==> src/hw/rtl/grt2d_pkg.sv <==
// Package for the 2-D grid ray traversal block: item types, result kinds,
// fixed-point widths and the quarter-wave sine table built at elaboration.
// No dependencies.
`default_nettype none

package grt2d_pkg;

  // Field widths fixed by the item format
  localparam int unsigned ANGLE_BITS      = 10;
  localparam int unsigned COORD_FRAC_BITS = 8;
  localparam int unsigned COORD_W         = 5 + COORD_FRAC_BITS;
  localparam int unsigned DIST_W          = COORD_FRAC_BITS + 1;
  localparam int unsigned GRID_SIZE_DEF   = 32;
  localparam int unsigned MAX_RESULTS     = 64;
  localparam int unsigned QUARTER         = 2 ** (ANGLE_BITS - 2);

  // Divider widths: numerator dist << (30 - F), denominator Q1.14 magnitude
  localparam int unsigned NUM_W = 31;
  localparam int unsigned DEN_W = 15;
  localparam int unsigned T_W   = 24;
  localparam logic [T_W-1:0] T_SAT = '1;
  localparam logic [DEN_W-1:0] ONE_Q14 = 15'd16384;

  typedef enum logic {
    CMD_WRITE = 1'b0,
    CMD_TRACE = 1'b1
  } cmd_e;

  typedef enum logic [1:0] {
    KIND_OPEN       = 2'd0,
    KIND_WALL       = 2'd1,
    KIND_LEFT       = 2'd2,
    KIND_START_WALL = 2'd3
  } kind_e;

  typedef struct packed {
    logic                  cmd;
    logic [4:0]            cell_x;
    logic [4:0]            cell_y;
    logic                  wall_bit;
    logic [COORD_W-1:0]    start_x;
    logic [COORD_W-1:0]    start_y;
    logic [ANGLE_BITS-1:0] ray_angle;
  } in_item_t;

  typedef struct packed {
    logic [9:0] cell_index;
    kind_e      kind;
    logic       last;
  } out_item_t;

  // Divider request and response
  typedef struct packed {
    logic             start;
    logic [NUM_W-1:0] num;
    logic [DEN_W-1:0] den;
  } div_req_t;

  typedef struct packed {
    logic             done;
    logic [NUM_W-1:0] quot;
  } div_rsp_t;

  typedef logic [DEN_W-1:0] sin_tab_t [QUARTER];

  // Build the Q1.14 sine table from the Q30 odd polynomial
  function automatic sin_tab_t gen_sin_tab();
    sin_tab_t    tab;
    logic [63:0] x;
    logic [63:0] x2;
    logic [63:0] b;
    logic [63:0] s;
    logic [63:0] r;
    for (int p = 0; p < QUARTER; p++) begin
      if (p == 0) begin
        tab[p] = '0;
      end else begin
        x  = 64'(p) << (32 - ANGLE_BITS);
        x2 = (x * x) >> 30;
        b  = 64'd5026995 - ((x2 * 64'd172272) >> 30);
        b  = 64'd85569306 - ((x2 * b) >> 30);
        b  = 64'd693598668 - ((x2 * b) >> 30);
        b  = 64'd1686629713 - ((x2 * b) >> 30);
        s  = (x * b) >> 30;
        r  = (s + 64'd32768) >> 16;
        if (r > 64'd16384) begin
          r = 64'd16384;
        end
        tab[p] = DEN_W'(r);
      end
    end
    return tab;
  endfunction

  localparam sin_tab_t SIN_TAB = gen_sin_tab();

endpackage

`default_nettype wire

==> src/hw/rtl/grt2d_ram.sv <==
// Generic simple dual-port RAM: one write port, one read port with a
// registered read. No dependencies.
`default_nettype none

module grt2d_ram #(
  parameter int unsigned Width = 1,
  parameter int unsigned Depth = 1024
) (
  input  wire logic                     clk_i,
  input  wire logic                     we_i,
  input  wire logic [$clog2(Depth)-1:0] waddr_i,
  input  wire logic [Width-1:0]         wdata_i,
  input  wire logic [$clog2(Depth)-1:0] raddr_i,
  output logic      [Width-1:0]         rdata_o
);

  logic [Width-1:0] mem_q [Depth];

  // Write and register the read data
  always_ff @(posedge clk_i) begin
    if (we_i) begin
      mem_q[waddr_i] <= wdata_i;
    end
    rdata_o <= mem_q[raddr_i];
  end

endmodule

`default_nettype wire

==> src/hw/rtl/grt2d_div.sv <==
// Restoring divider, one quotient bit per cycle, for the t value setup.
// Depends on grt2d_pkg.
`default_nettype none

module grt2d_div (
  input  wire logic                clk_i,
  input  wire logic                rst_ni,
  input  wire grt2d_pkg::div_req_t req_i,
  output grt2d_pkg::div_rsp_t      rsp_o
);

  localparam int unsigned NumW = grt2d_pkg::NUM_W;
  localparam int unsigned DenW = grt2d_pkg::DEN_W;
  localparam int unsigned CntW = $clog2(NumW + 1);

  logic            busy_q, busy_d;
  logic            done_q, done_d;
  logic [CntW-1:0] cnt_q, cnt_d;
  logic [NumW-1:0] num_q, num_d;
  logic [DenW-1:0] den_q, den_d;
  logic [DenW-1:0] rem_q, rem_d;
  logic [DenW:0]   trial;
  logic            ge;

  assign trial = {rem_q, num_q[NumW-1]};
  assign ge    = trial >= {1'b0, den_q};

  // Shift in one numerator bit, subtract when it fits
  always_comb begin
    busy_d = busy_q;
    done_d = 1'b0;
    cnt_d  = cnt_q;
    num_d  = num_q;
    den_d  = den_q;
    rem_d  = rem_q;
    if (req_i.start) begin
      busy_d = 1'b1;
      cnt_d  = CntW'(NumW);
      num_d  = req_i.num;
      den_d  = req_i.den;
      rem_d  = '0;
    end else if (busy_q) begin
      rem_d = ge ? DenW'(trial - {1'b0, den_q}) : trial[DenW-1:0];
      num_d = {num_q[NumW-2:0], ge};
      cnt_d = cnt_q - 1'b1;
      if (cnt_q == CntW'(1)) begin
        busy_d = 1'b0;
        done_d = 1'b1;
      end
    end
  end

  always_ff @(posedge clk_i or negedge rst_ni) begin
    if (!rst_ni) begin
      busy_q <= 1'b0;
      done_q <= 1'b0;
      cnt_q  <= '0;
    end else begin
      busy_q <= busy_d;
      done_q <= done_d;
      cnt_q  <= cnt_d;
    end
  end

  always_ff @(posedge clk_i) begin
    num_q <= num_d;
    den_q <= den_d;
    rem_q <= rem_d;
  end

  assign rsp_o.done = done_q;
  assign rsp_o.quot = num_q;

  // Done pulses only after a run
  assert property (@(posedge clk_i) disable iff (!rst_ni)
    done_q |-> $past(busy_q))
    else $error("divider done without a run");
  assert property (@(posedge clk_i) disable iff (!rst_ni)
    done_q |-> !busy_q)
    else $error("divider busy while done");
  assert property (@(posedge clk_i) disable iff (!rst_ni)
    busy_q |-> cnt_q != '0)
    else $error("divider count ran out while busy");

endmodule

`default_nettype wire

==> src/hw/rtl/grid_ray_traversal_2d_top.sv <==
// Top level of the 2-D grid ray traversal block: command decode, setup,
// cell stepper and output register. Depends on grt2d_pkg, grt2d_ram and
// grt2d_div.
//
// Usage:
//   The input channel (in_valid_i, in_stall_o, in_item_i) takes write and
//   trace items. A write item updates one wall bit of the map and gives
//   no result. A trace item gives 1 to 64 result items on the
//   output channel (out_valid_o, out_stall_i, out_item_o), the last one
//   flagged by last.
//   A trace reads the start cell, then runs four t value divisions (start,
//   31 quotient bits, done) on the single one-bit-per-cycle divider, then
//   for each cell entered steps, reads the map and registers the output.
//   The block works on one item at a time and stalls the input until the
//   last result of a trace is taken.
//   After reset the map is cleared one cell per cycle, all GRID_SIZE squared
//   cells (1024 at the default size), with the input stalled.
//   When the receiver stalls, the pending result holds in the output
//   register and stepping waits.
`default_nettype none

module grid_ray_traversal_2d_top #(
  parameter int unsigned GRID_SIZE = grt2d_pkg::GRID_SIZE_DEF
) (
  input  wire logic                 clk_i,
  input  wire logic                 rst_ni,
  input  wire logic                 in_valid_i,
  output logic                      in_stall_o,
  input  wire grt2d_pkg::in_item_t  in_item_i,
  output logic                      out_valid_o,
  input  wire logic                 out_stall_i,
  output grt2d_pkg::out_item_t      out_item_o
);

  localparam int unsigned Depth  = GRID_SIZE * GRID_SIZE;
  localparam int unsigned AddrW  = $clog2(Depth);
  localparam int unsigned F      = grt2d_pkg::COORD_FRAC_BITS;
  localparam int unsigned AB     = grt2d_pkg::ANGLE_BITS;
  localparam int unsigned DistW  = grt2d_pkg::DIST_W;
  localparam int unsigned TW     = grt2d_pkg::T_W;
  localparam int unsigned DenW   = grt2d_pkg::DEN_W;
  localparam int unsigned NumW   = grt2d_pkg::NUM_W;
  localparam int unsigned CntRW  = $clog2(grt2d_pkg::MAX_RESULTS);

  typedef enum logic [6:0] {
    ST_CLEAR     = 7'b0000001,
    ST_IDLE      = 7'b0000010,
    ST_START_CHK = 7'b0000100,
    ST_DIV       = 7'b0001000,
    ST_STEP      = 7'b0010000,
    ST_CELL_CHK  = 7'b0100000,
    ST_OUT       = 7'b1000000
  } state_e;

  state_e               state_q, state_d;
  logic [AddrW-1:0]     clr_cnt_q, clr_cnt_d;
  logic [4:0]           cx_q, cx_d, cy_q, cy_d;
  logic [F-1:0]         fx_q, fx_d, fy_q, fy_d;
  logic [DenW-1:0]      cmag_q, cmag_d, smag_q, smag_d;
  logic                 cneg_q, cneg_d, sneg_q, sneg_d;
  logic [TW-1:0]        tmx_q, tmx_d, tmy_q, tmy_d, tdx_q, tdx_d, tdy_q, tdy_d;
  logic [1:0]           sel_q, sel_d;
  logic                 go_q, go_d;
  logic [CntRW-1:0]     n_q, n_d;
  logic                 out_valid_q, out_valid_d;
  grt2d_pkg::out_item_t out_q, out_d;

  logic                 we;
  logic [AddrW-1:0]     waddr, raddr;
  logic                 wdata, rdata;
  grt2d_pkg::div_req_t  div_req;
  grt2d_pkg::div_rsp_t  div_rsp;

  // Combinational helpers
  logic [4:0]           in_cx, in_cy, nx, ny;
  logic [1:0]           quad;
  logic [AB-3:0]        phase;
  logic [AB-2:0]        ph_lo, ph_hi;
  logic [DenW-1:0]      mag_lo, mag_hi, in_smag, in_cmag;
  logic [DistW-1:0]     span;
  logic [TW-1:0]        tq;
  logic                 step_x, leave;
  logic [9:0]           cur_idx, nxt_idx, in_idx, wr_idx;

  function automatic logic [9:0] cell_idx(input logic [4:0] r, input logic [4:0] c);
    return 10'(10'(r) * 10'(GRID_SIZE) + 10'(c));
  endfunction

  function automatic logic [DenW-1:0] sin_mag(input logic [AB-2:0] v);
    logic [DenW-1:0] m;
    if (v == '0) begin
      m = '0;
    end else if (v[AB-2]) begin
      m = grt2d_pkg::ONE_Q14;
    end else begin
      m = grt2d_pkg::SIN_TAB[v[AB-3:0]];
    end
    return m;
  endfunction

  function automatic logic [TW-1:0] t_sat_add(input logic [TW-1:0] a, input logic [TW-1:0] b);
    logic [TW:0] s;
    s = {1'b0, a} + {1'b0, b};
    return s[TW] ? grt2d_pkg::T_SAT : s[TW-1:0];
  endfunction

  // Decode the start cell and the direction of an incoming trace
  assign in_cx   = in_item_i.start_x[grt2d_pkg::COORD_W-1:F];
  assign in_cy   = in_item_i.start_y[grt2d_pkg::COORD_W-1:F];
  assign in_idx  = cell_idx(in_cx, in_cy);
  assign wr_idx  = cell_idx(in_item_i.cell_x, in_item_i.cell_y);
  assign quad    = in_item_i.ray_angle[AB-1:AB-2];
  assign phase   = in_item_i.ray_angle[AB-3:0];
  assign ph_lo   = {1'b0, phase};
  assign ph_hi   = {1'b1, {(AB-2){1'b0}}} - {1'b0, phase};
  assign mag_lo  = sin_mag(ph_lo);
  assign mag_hi  = sin_mag(ph_hi);
  assign in_smag = quad[0] ? mag_hi : mag_lo;
  assign in_cmag = quad[0] ? mag_lo : mag_hi;

  // Divider operands: distance to the first boundary or one cell width
  always_comb begin
    unique case (sel_q)
      2'd0:    span = cneg_q ? {1'b0, fx_q} : DistW'((1 << F) - {1'b0, fx_q});
      2'd1:    span = sneg_q ? {1'b0, fy_q} : DistW'((1 << F) - {1'b0, fy_q});
      default: span = DistW'(1 << F);
    endcase
  end
  assign div_req.start = go_q;
  assign div_req.num   = NumW'(span) << (30 - F);
  assign div_req.den   = sel_q[0] ? smag_q : cmag_q;
  assign tq = (div_rsp.quot[NumW-1:TW] != '0) ? grt2d_pkg::T_SAT : div_rsp.quot[TW-1:0];

  // Next cell across the nearer boundary
  assign step_x = tmx_q < tmy_q;
  always_comb begin
    nx    = cx_q;
    ny    = cy_q;
    leave = 1'b0;
    if (step_x) begin
      if (cneg_q) begin
        leave = cx_q == '0;
        nx    = cx_q - 1'b1;
      end else begin
        leave = cx_q == 5'(GRID_SIZE - 1);
        nx    = cx_q + 1'b1;
      end
    end else begin
      if (sneg_q) begin
        leave = cy_q == '0;
        ny    = cy_q - 1'b1;
      end else begin
        leave = cy_q == 5'(GRID_SIZE - 1);
        ny    = cy_q + 1'b1;
      end
    end
  end
  assign cur_idx = cell_idx(cx_q, cy_q);
  assign nxt_idx = cell_idx(nx, ny);

  // Map ports: clear sweep or write item, start or step read
  always_comb begin
    we    = 1'b0;
    waddr = clr_cnt_q;
    wdata = 1'b0;
    raddr = in_idx[AddrW-1:0];
    if (state_q == ST_CLEAR) begin
      we = 1'b1;
    end else if (state_q == ST_IDLE && in_valid_i && in_item_i.cmd == grt2d_pkg::CMD_WRITE
                 && {1'b0, in_item_i.cell_x} < 6'(GRID_SIZE)
                 && {1'b0, in_item_i.cell_y} < 6'(GRID_SIZE)) begin
      we    = 1'b1;
      waddr = wr_idx[AddrW-1:0];
      wdata = in_item_i.wall_bit;
    end
    if (state_q == ST_STEP) begin
      raddr = nxt_idx[AddrW-1:0];
    end
  end

  // Sequencer
  always_comb begin
    state_d     = state_q;
    clr_cnt_d   = clr_cnt_q;
    cx_d        = cx_q;
    cy_d        = cy_q;
    fx_d        = fx_q;
    fy_d        = fy_q;
    cmag_d      = cmag_q;
    smag_d      = smag_q;
    cneg_d      = cneg_q;
    sneg_d      = sneg_q;
    tmx_d       = tmx_q;
    tmy_d       = tmy_q;
    tdx_d       = tdx_q;
    tdy_d       = tdy_q;
    sel_d       = sel_q;
    go_d        = 1'b0;
    n_d         = n_q;
    out_valid_d = out_valid_q;
    out_d       = out_q;
    unique case (state_q)
      ST_CLEAR: begin
        clr_cnt_d = clr_cnt_q + 1'b1;
        if (clr_cnt_q == AddrW'(Depth - 1)) begin
          state_d = ST_IDLE;
        end
      end
      ST_IDLE: begin
        if (in_valid_i && in_item_i.cmd == grt2d_pkg::CMD_TRACE) begin
          cx_d   = in_cx;
          cy_d   = in_cy;
          fx_d   = in_item_i.start_x[F-1:0];
          fy_d   = in_item_i.start_y[F-1:0];
          cmag_d = in_cmag;
          smag_d = in_smag;
          cneg_d = (quad == 2'd1 || quad == 2'd2) && in_cmag != '0;
          sneg_d = quad[1] && in_smag != '0;
          n_d    = '0;
          if ({1'b0, in_cx} >= 6'(GRID_SIZE) || {1'b0, in_cy} >= 6'(GRID_SIZE)) begin
            out_d.cell_index = '0;
            out_d.kind       = grt2d_pkg::KIND_LEFT;
            out_d.last       = 1'b1;
            out_valid_d      = 1'b1;
            state_d          = ST_OUT;
          end else begin
            state_d = ST_START_CHK;
          end
        end
      end
      ST_START_CHK: begin
        if (rdata) begin
          out_d.cell_index = cur_idx;
          out_d.kind       = grt2d_pkg::KIND_START_WALL;
          out_d.last       = 1'b1;
          out_valid_d      = 1'b1;
          state_d          = ST_OUT;
        end else begin
          sel_d   = 2'd0;
          go_d    = 1'b1;
          state_d = ST_DIV;
        end
      end
      ST_DIV: begin
        if (div_rsp.done) begin
          unique case (sel_q)
            2'd0:    tmx_d = tq;
            2'd1:    tmy_d = tq;
            2'd2:    tdx_d = tq;
            default: tdy_d = tq;
          endcase
          if (sel_q == 2'd3) begin
            state_d = ST_STEP;
          end else begin
            sel_d = sel_q + 1'b1;
            go_d  = 1'b1;
          end
        end
      end
      ST_STEP: begin
        if (leave) begin
          out_d.cell_index = cur_idx;
          out_d.kind       = grt2d_pkg::KIND_LEFT;
          out_d.last       = 1'b1;
          out_valid_d      = 1'b1;
          state_d          = ST_OUT;
        end else begin
          cx_d = nx;
          cy_d = ny;
          if (step_x) begin
            tmx_d = t_sat_add(tmx_q, tdx_q);
          end else begin
            tmy_d = t_sat_add(tmy_q, tdy_q);
          end
          state_d = ST_CELL_CHK;
        end
      end
      ST_CELL_CHK: begin
        out_d.cell_index = cur_idx;
        out_valid_d      = 1'b1;
        state_d          = ST_OUT;
        if (rdata) begin
          out_d.kind = grt2d_pkg::KIND_WALL;
          out_d.last = 1'b1;
        end else begin
          out_d.kind = grt2d_pkg::KIND_OPEN;
          out_d.last = n_q == '1;
          n_d        = n_q + 1'b1;
        end
      end
      ST_OUT: begin
        if (!out_stall_i) begin
          out_valid_d = 1'b0;
          state_d     = out_q.last ? ST_IDLE : ST_STEP;
        end
      end
      default: state_d = ST_IDLE;
    endcase
  end

  always_ff @(posedge clk_i or negedge rst_ni) begin
    if (!rst_ni) begin
      state_q     <= ST_CLEAR;
      clr_cnt_q   <= '0;
      go_q        <= 1'b0;
      out_valid_q <= 1'b0;
    end else begin
      state_q     <= state_d;
      clr_cnt_q   <= clr_cnt_d;
      go_q        <= go_d;
      out_valid_q <= out_valid_d;
    end
  end

  always_ff @(posedge clk_i) begin
    cx_q   <= cx_d;
    cy_q   <= cy_d;
    fx_q   <= fx_d;
    fy_q   <= fy_d;
    cmag_q <= cmag_d;
    smag_q <= smag_d;
    cneg_q <= cneg_d;
    sneg_q <= sneg_d;
    tmx_q  <= tmx_d;
    tmy_q  <= tmy_d;
    tdx_q  <= tdx_d;
    tdy_q  <= tdy_d;
    sel_q  <= sel_d;
    n_q    <= n_d;
    out_q  <= out_d;
  end

  grt2d_ram #(
    .Width(1),
    .Depth(Depth)
  ) u_map (
    .clk_i  (clk_i),
    .we_i   (we),
    .waddr_i(waddr),
    .wdata_i(wdata),
    .raddr_i(raddr),
    .rdata_o(rdata)
  );

  grt2d_div u_div (
    .clk_i (clk_i),
    .rst_ni(rst_ni),
    .req_i (div_req),
    .rsp_o (div_rsp)
  );

  assign in_stall_o  = state_q != ST_IDLE;
  assign out_valid_o = out_valid_q;
  assign out_item_o  = out_q;

  // Stop kinds always close the trace
  assert property (@(posedge clk_i) disable iff (!rst_ni)
    out_valid_o && out_item_o.kind != grt2d_pkg::KIND_OPEN |-> out_item_o.last)
    else $error("terminal kind without last");
  // Divider results arrive only during setup
  assert property (@(posedge clk_i) disable iff (!rst_ni)
    div_rsp.done |-> state_q == ST_DIV)
    else $error("divider result outside setup");
  // No item is taken while a result is pending
  assert property (@(posedge clk_i) disable iff (!rst_ni)
    out_valid_q |-> in_stall_o)
    else $error("input open while result pending");

endmodule

`default_nettype wire

==> config.mk <==
export PLATFORM = sky130hd
export DESIGN_NAME = grid_ray_traversal_2d_top
export DESIGN_NICKNAME = d
export VERILOG_FILES = /design/src/hw/rtl/grt2d_pkg.sv /design/src/hw/rtl/grt2d_ram.sv /design/src/hw/rtl/grt2d_div.sv /design/src/hw/rtl/grid_ray_traversal_2d_top.sv
export SDC_FILE = /design/constraint.sdc
export NUM_CORES = 2
export LEC_CHECK = 0
export ABC_CLOCK_PERIOD_IN_PS = 15100
export BUFFER_PORTS_ARGS = -buffer_cell sky130_fd_sc_hd__buf_2
export CORE_MARGIN = 10
export CORE_UTILIZATION = 45
export CTS_CLUSTER_DIAMETER = 200
export DETAILED_ROUTE_END_ITERATION = 10
export HOLD_SLACK_MARGIN = 0.08
export PLACE_DENSITY = 0.72
export SETUP_SLACK_MARGIN = 0.05
export SLEW_MARGIN = 20
export SYNTH_ARGS = -nofsm -noshare
export SYNTH_HDL_FRONTEND = slang
export SYNTH_HIERARCHICAL = 1
export SYNTH_SLANG_ARGS = --single-unit
==> constraint.sdc <==
create_clock -name clk_i -period 15.1 [get_ports clk_i]
set_clock_uncertainty 0.05 [all_clocks]
set_input_delay 0.755 -clock clk_i [delete_from_list [all_inputs] [get_ports clk_i]]
set_output_delay 0.755 -clock clk_i [all_outputs]
set_load 0.02 [all_outputs]
======== Word level (Yosys, flattened, before mapping) ========
Memories as Yosys holds them, arrays and structs flattened. A register that Yosys moved wholly into a read port is not among the register bits.
Index checks and enable logic that the tools add are counted.
operators by class
  add/subtract/negate cells ............... 18
  order comparisons ....................... 4
  equality and inequality tests ........... 33
  mux-type cells .......................... 87
  bitwise operators ....................... 4
  reduce and logical (&&, ||, !) cells .... 33
operator list
  cell                                                       number
  2-to-1 mux 24 bit                                          11
  2-to-1 mux 15 bit                                          11
  one-hot mux 24 bit (2 select lines)                        2
  2-to-1 mux 31 bit                                          2
  2-to-1 mux 5 bit                                           11
  adder 24 x 24 -> 25 bit                                    2
  2-to-1 mux 7 bit                                           7
  one-hot mux 7 bit (7 select lines)                         1
  adder 10 x 5 -> 10 bit                                     4
  one-hot mux 13 bit (3 select lines)                        1
  2-to-1 mux 10 bit                                          3
  nonzero test 15 bit                                        2
  subtractor 9 x 8 -> 9 bit (first input constant)           3
  2-to-1 mux 13 bit                                          2
  less-than comparator 24 bit                                1
  != test 2 bit (second input constant)                      11
  2-to-1 mux 1 bit                                           21
  one-hot mux 5 bit (2 select lines)                         2
  greater-or-equal comparator 9 bit (second input constant)  2
  zero test 9 bit                                            2
  2-to-1 mux 9 bit                                           2
  inverter 8 -> 9 bit                                        2
  one-hot mux 9 bit (2 select lines)                         1
  greater-or-equal comparator 16 x 15 -> 1 bit               1
  other kinds (41)                                           72
storage, ports and cells
  register bits ........................... 262
  RAM bits ................................ 1024
  memory bits (read-only) ................. 7680
  bits of input ports ..................... 52
  output and inout port bits .............. 15
  logic and storage cells ................. 210
  memories ................................ 3
memory list
  memory            words  width  rd ports  clocked after Yosys merged registers in  wr ports  RTL line                         text
  (name not given)  256    15     1         0                                        0         grid_ray_traversal_2d_top.sv:96  m = grt2d_pkg::SIN_TAB[v[AB-3:0]];
  (name not given)  256    15     1         0                                        0         grid_ray_traversal_2d_top.sv:96
  u_map.mem_q       1024   1      1         1                                        1         grt2d_ram.sv:17                  logic [Width-1:0] mem_q [Depth];

======== Longest topological paths before layout ========
  depth after elaboration ................. 10
  gate-level depth with buffers ........... 27
  depth with buffers taken out ............ 20

======== Hierarchy ========
The synthesis kept the hierarchy.
modules (own cells, without submodules)
  module                     instances  cells each  area each (um^2)  sequential area each (um^2)
  grt2d_ram                  1          3112        44656.6           30769.5
  grid_ray_traversal_2d_top  1          2452        19756.4           5731.7
  grt2d_div                  1          320         3657.3            1856.8

======== Worst setup path after synthesis ========
OpenSTA, ideal clock, no wires.
  path type ............................... register to register
  start point ............................. register state_q[3]
  end point ............................... memory u_map.mem_q[0], data pin
  library setup time ...................... 2902 ps
  data arrival time ....................... 14010 ps
  required time ........................... 12148 ps
  slack ................................... -1862 ps
  cell stages (with the launch flop) ...... 5
  path buffers ............................ 0
  clock period less this slack ............ 16962 ps
  path through ............................ dfrtp_1 -> nor4_1 -> nand3_1 -> inv_1 -> and3_1
on the way
  longest elaborated chain between the ends .. 5
  elaborated cells between the ends (all ways) .. 6
  classes of those cells .................. 2 x eq/ne; 2 x mux; 2 x reduce/logical
ends and longest elaborated chain
  what                             RTL line                          text
  start: declaration               grid_ray_traversal_2d_top.sv:55   state_e state_q, state_d;
  start signal: assignment         grid_ray_traversal_2d_top.sv:308  state_q <= state_d;
  equality test 7 x 2 -> 1 bit     grid_ray_traversal_2d_top.sv:169  end else if (state_q == ST_IDLE && in_valid_i && in_item_i.cmd == grt2d_pkg::CMD_WRITE
  logical AND 1 bit (2 in series)  grid_ray_traversal_2d_top.sv:169
  2-to-1 mux 1 bit                 grid_ray_traversal_2d_top.sv:169
  2-to-1 mux 1 bit (*)             grid_ray_traversal_2d_top.sv:167  if (state_q == ST_CLEAR) begin
  via wdata                        grid_ray_traversal_2d_top.sv:70   logic wdata, rdata;
  end: declaration                 grt2d_ram.sv:17
Mark *: on every way through the listed nets, which the timed path passes. The rest lies on a longest branch.

======== Final worst setup path ========
  start point ............................. register tmx_q[17]
  end point ............................... register u_map.rdata_o, read port of u_map.mem_q
on the way
  longest elaborated chain between the ends .. 4
  elaborated cells between the ends (all ways) .. 5
  classes of those cells .................. 1 x add/sub; 1 x order compare; 3 x mux
ends and longest elaborated chain
  what                             RTL line                          text
  start: declaration               grid_ray_traversal_2d_top.sv:61   logic [TW-1:0] tmx_q, tmx_d, tmy_q, tmy_d, tdx_q, tdx_d, tdy_q, tdy_d;
  start signal: assignment         grid_ray_traversal_2d_top.sv:324  tmx_q <= tmx_d;
  less-than comparator 24 bit (*)  grid_ray_traversal_2d_top.sv:135  assign step_x = tmx_q < tmy_q;
  2-to-1 mux 5 bit                 grid_ray_traversal_2d_top.sv:140  if (step_x) begin
  adder 10 x 5 -> 10 bit (*)       grid_ray_traversal_2d_top.sv:86   return 10'(10'(r) * 10'(GRID_SIZE) + 10'(c));
  2-to-1 mux 10 bit (*)            grid_ray_traversal_2d_top.sv:176  if (state_q == ST_STEP) begin
  end: declaration                 grt2d_ram.sv:14                   output logic [Width-1:0] rdata_o
Mark *: on every way between the ends. The rest lies on a longest branch, timed or not.
A chain may end at the register's enable or synchronous reset.

==> impl_metrics.json <==
{
  "wire_length_of_the_first_global_routing_pass_um": 302000,
  "worstPathBufferInverterCount": 3,
  "worstMarginPinSlew_ps": 1290,
  "synth_async_reset_ratio_pct": 2.02,
  "crit_path_start_kind": "flip-flop",
  "setup_viol_count_final": 0,
  "criticalPathCategory": "reg -> reg",
  "synth_warnings": 6,
  "pwr-share-clk_pct": 33.2,
  "floorplan.core_area_mm2": 0.150,
  "yosys.cell_types.count": 108,
  "ant_nets": 0,
  "rr_startpoint": "tmx_q[17]",
  "grt_util_met3_pct": 4.93,
  "r2r_setup_slack_ps": 8490,
  "critical_path_cell_count": 20,
  "synth-edff-count": 1245,
  "synth.top_cells.by_area": "sky130_fd_sc_hd__edfxtp_1 (55%), sky130_fd_sc_hd__nor2_1 (7.0%), sky130_fd_sc_hd__mux4_2 (6.8%)",
  "fill_cells": 12900,
  "max-vdd-ir-drop_mv": 0.121,
  "ctsRootBufferMaster": "sky130_fd_sc_hd__clkbuf_16",
  "holdCritStartpoint": "in_item_i[10]",
  "insertion_delay_ps": 750,
  "crit_slowest_cell": "sky130_fd_sc_hd__buf_4",
  "groute.layer.met1.usage_pct": 30.1,
  "min_period_over_period_pct": 43.8,
  "power.share.switching_pct": 28.1,
  "dominantRegCellSynth": "sky130_fd_sc_hd__edfxtp_1",
  "worstSetupEndpointType": "flip-flop",
  "die_width_um": 409,
  "min-delay-path-class": "in -> reg",
  "wl_per_cell_um": 26.0,
  "total_leakage_power_nw": 23.1,
  "drive_above_1_share_pct": 13.3,
  "flow.area_growth_from_synthesis_pct": 8.37,
  "internal_power_mw": 6.32,
  "die-area_mm2": 0.167,
  "tns_ps": 0,
  "synth.largest_area_cell": "sky130_fd_sc_hd__edfxtp_1",
  "gr-total-overflow": 0,
  "power.combinational.fraction_pct": 18.5,
  "grt_setup_unrepaired": "false",
  "commonest_cells_after_routing_fill_and_taps_aside": "sky130_fd_sc_hd__nor2_1 (1,277), sky130_fd_sc_hd__edfxtp_1 (1,245), sky130_fd_sc_hd__a21oi_1 (305), sky130_fd_sc_hd__nand2_1 (289), sky130_fd_sc_hd__mux4_2 (205)",
  "worst_reg2reg_path_endpoint": "u_map/rdata_o",
  "first_global_vias": 48300,
  "critical-path-max-stage-delay_ps": 730,
  "outcome": "finished, final reports clean",
  "crit_path_cell_trace": "ha_1 > a21o_1 > a21o_1 > a21oi_1 > o21a_1 > o21ai_0 > a211oi_1 > nor2_1 > buf_4 > xnor2_1 > o21ai_4 > buf_4 > buf_12 > mux4_1 > mux4_2 > nand2b_1 > a311oi_1 > nor3_1 > nor4_1 > o2111ai_1",
  "post-cts-setup-buffer-count": 0,
  "cts_max_level": 3,
  "route.final.wire_length_um": 203000,
  "path_delay_family": "compound AO/OA/AOI/OAI gates",
  "worst_ep_arrival_time_ps": 7160,
  "drv.max_cap_violation_count": 0,
  "maxSlewViolCount": 0,
  "storage_element_area_mm2": 0.0384,
  "grt_start_max_net_pins": 308,
  "power_density_mw_per_mm2": 119,
  "global_route.usage.total_pct": 23.2,
  "cts_tree": "yes",
  "syn-mean-instance-area_um2": 11.6,
  "num_io_pins": 67,
  "timing.critical_path.required_ps": 15650,
  "final_common_cell": "sky130_fd_sc_hd__nor2_1",
  "clkSlewWorstSetupHoldPaths_ps": 70,
  "drt-pass1-iter-count": 6,
  "start_util_pct": 45.3,
  "crit_fanout": 124,
  "peak_usage_layer_in_the_global_routing_report": "met2",
  "place.detailed.hpwl_um": 119000,
  "cts-buffers-inserted": 119,
  "timing.critical_path.to": "u_map/rdata_o",
  "peak_freq_ghz": 0.151,
  "cts_buffer_depth": 3,
  "timing.critical_path.from": "tmx_q[17]",
  "final_net_count": 5890,
  "final_cell_count_no_fill": 7821,
  "total_of_buffers_placed_on_input_and_output_ports": 66,
  "r2r_cells": 20,
  "cts.sink_count": 1287,
  "placedCellCount": 7586,
  "finalWeightedCongestion": 1.00,
  "remaining_drc_errors": 0,
  "hold_violations": 0,
  "seqPwrFrac_pct": 48.3,
  "netlist.area_leader.share_pct": 54.9,
  "timing.final.crit_period_ps": 6610,
  "fp.dieH_um": 409,
  "first_iter_violations": 7154,
  "viasPerCell": 6.40,
  "via_count": 50100,
  "multi_input_area_mm2": 0.0273,
  "synth.cell_area_mm2": 0.0681,
  "fp_rows": 142,
  "netSwitchingPower_mw": 2.47,
  "antenna_found_initial": 9,
  "synth-seq-area-share_pct": 56.4,
  "synth.ff_latch_count": 1287,
  "syn_inst": 5884,
  "slew_headroom_pct": 13.6,
  "groute.layer.met2.usage_pct": 37.0
}
synth_stat cells (all sizes together), types with 55 or more instances:
| cell | instances |
|---|---|
| clkbuf | 323 |
| nand2b | 59 |
| ha | 139 |
| mux2 | 67 |
| nand2 | 305 |
| nor3 | 116 |
| o221ai | 63 |
| buf | 205 |
| o211ai | 58 |
| mux2i | 156 |
| nand3 | 114 |
| mux4 | 219 |
| nor2 | 1278 |
| edfxtp | 1245 |
| a31oi | 55 |
| o21ai | 207 |
| inv | 106 |
| a21oi | 306 |
| a211oi | 59 |
routing by layer:
layer / wire length, µm / up-vias
met5: 11 / -
met4: 11100 / 2
met3: 23200 / 695
met2: 94100 / 3135
met1: 74600 / 24700
li1: - / 21600
cells by family (layout without fill, tap and decap cells):
kind of cell | count (synthesis) | in the layout | synth area share, %
AND/OR/NAND/NOR | 2128 | 2128 | 13.6
flip-flops | 1287 | 1287 | 56.4
AO/OA/AOI/OAI | 1142 | 1142 | 11.2
buffers and inverters | 641 | 532 | 4.14
multiplexers | 442 | 442 | 10.7
adder cells (fa/ha/maj) | 145 | 145 | 2.72
XOR/XNOR | 98 | 98 | 1.28
other | 1 | 31 | 0.00551
per-stage QoR:
step | instance area (µm²) | setup WS, ps | total power [mW] | hold WS [ps] | util (%)
final | 73800 | 8490 | 8.79 | 152 | 49.1
after CTS | 73700 | 8450 | 8.78 | 101 | 49.1
after floorplan | 68200 | 5710 | 5.48 | 398 | -
after detailed placement | 69900 | 8460 | 5.89 | 430 | 46.6
after global placement | 69900 | 7960 | 5.86 | 430 | 46.6
after global routing | 73800 | 7980 | 9.08 | 130 | 49.1
layout make-up:
type	count	area share, %
clock inverters	77	0.828
inverters	113	0.575
repair buffers	196	1.91
clock buffers	146	4.24
multi-input cells	3977	37.0
flip-flops and latches	1287	52.0
well taps	2016	3.42
diodes	9	0.0305
power by group through the flow:
stage	Sequential [mW]	Combinational [mW]	Clock [mW]
finish	4.24	1.63	2.92
global route	4.26	1.74	3.08
CTS	4.24	1.59	2.95
detailed placement	4.32	1.58	0
global placement	4.31	1.55	0
floorplan	4.33	1.15	0
sequential cells by signal (all words and copies together) (netlist names), 13 cells and up:
| register | count |
|---|---|
| cmag_q | 15 |
| out_item_o | 13 |
| smag_q | 15 |
| tdx_q | 24 |
| tdy_q | 24 |
| tmx_q | 24 |
| tmy_q | 24 |
| u_div/den_q | 15 |
| u_div/num_q | 31 |
| u_div/rem_q | 15 |
| u_map/mem_q | 1024 |
worst min-delay path by stage:
| stage | to | slack, ps | depth (start not counted) |
|---|---|---|---|
| 2_1_floorplan | state_q[0] | 400 | 1 |
| 3_3_place_gp | clr_cnt_q[8] | 430 | 1 |
| 3_5_place_dp | clr_cnt_q[8] | 430 | 1 |
| 4_1_cts | fy_q[0] | 100 | 1 |
| 5_1_grt | fx_q[0] | 130 | 1 |
| 6_report | fy_q[0] | 150 | 1 |
what timing repair did:
item | in CTS | in global routing
gates resized for setup | 0 | 0
endpoints found under the hold margin | 25 | 0
hold buffers | 1 | 0
Power figures use the tool's default switching activity.
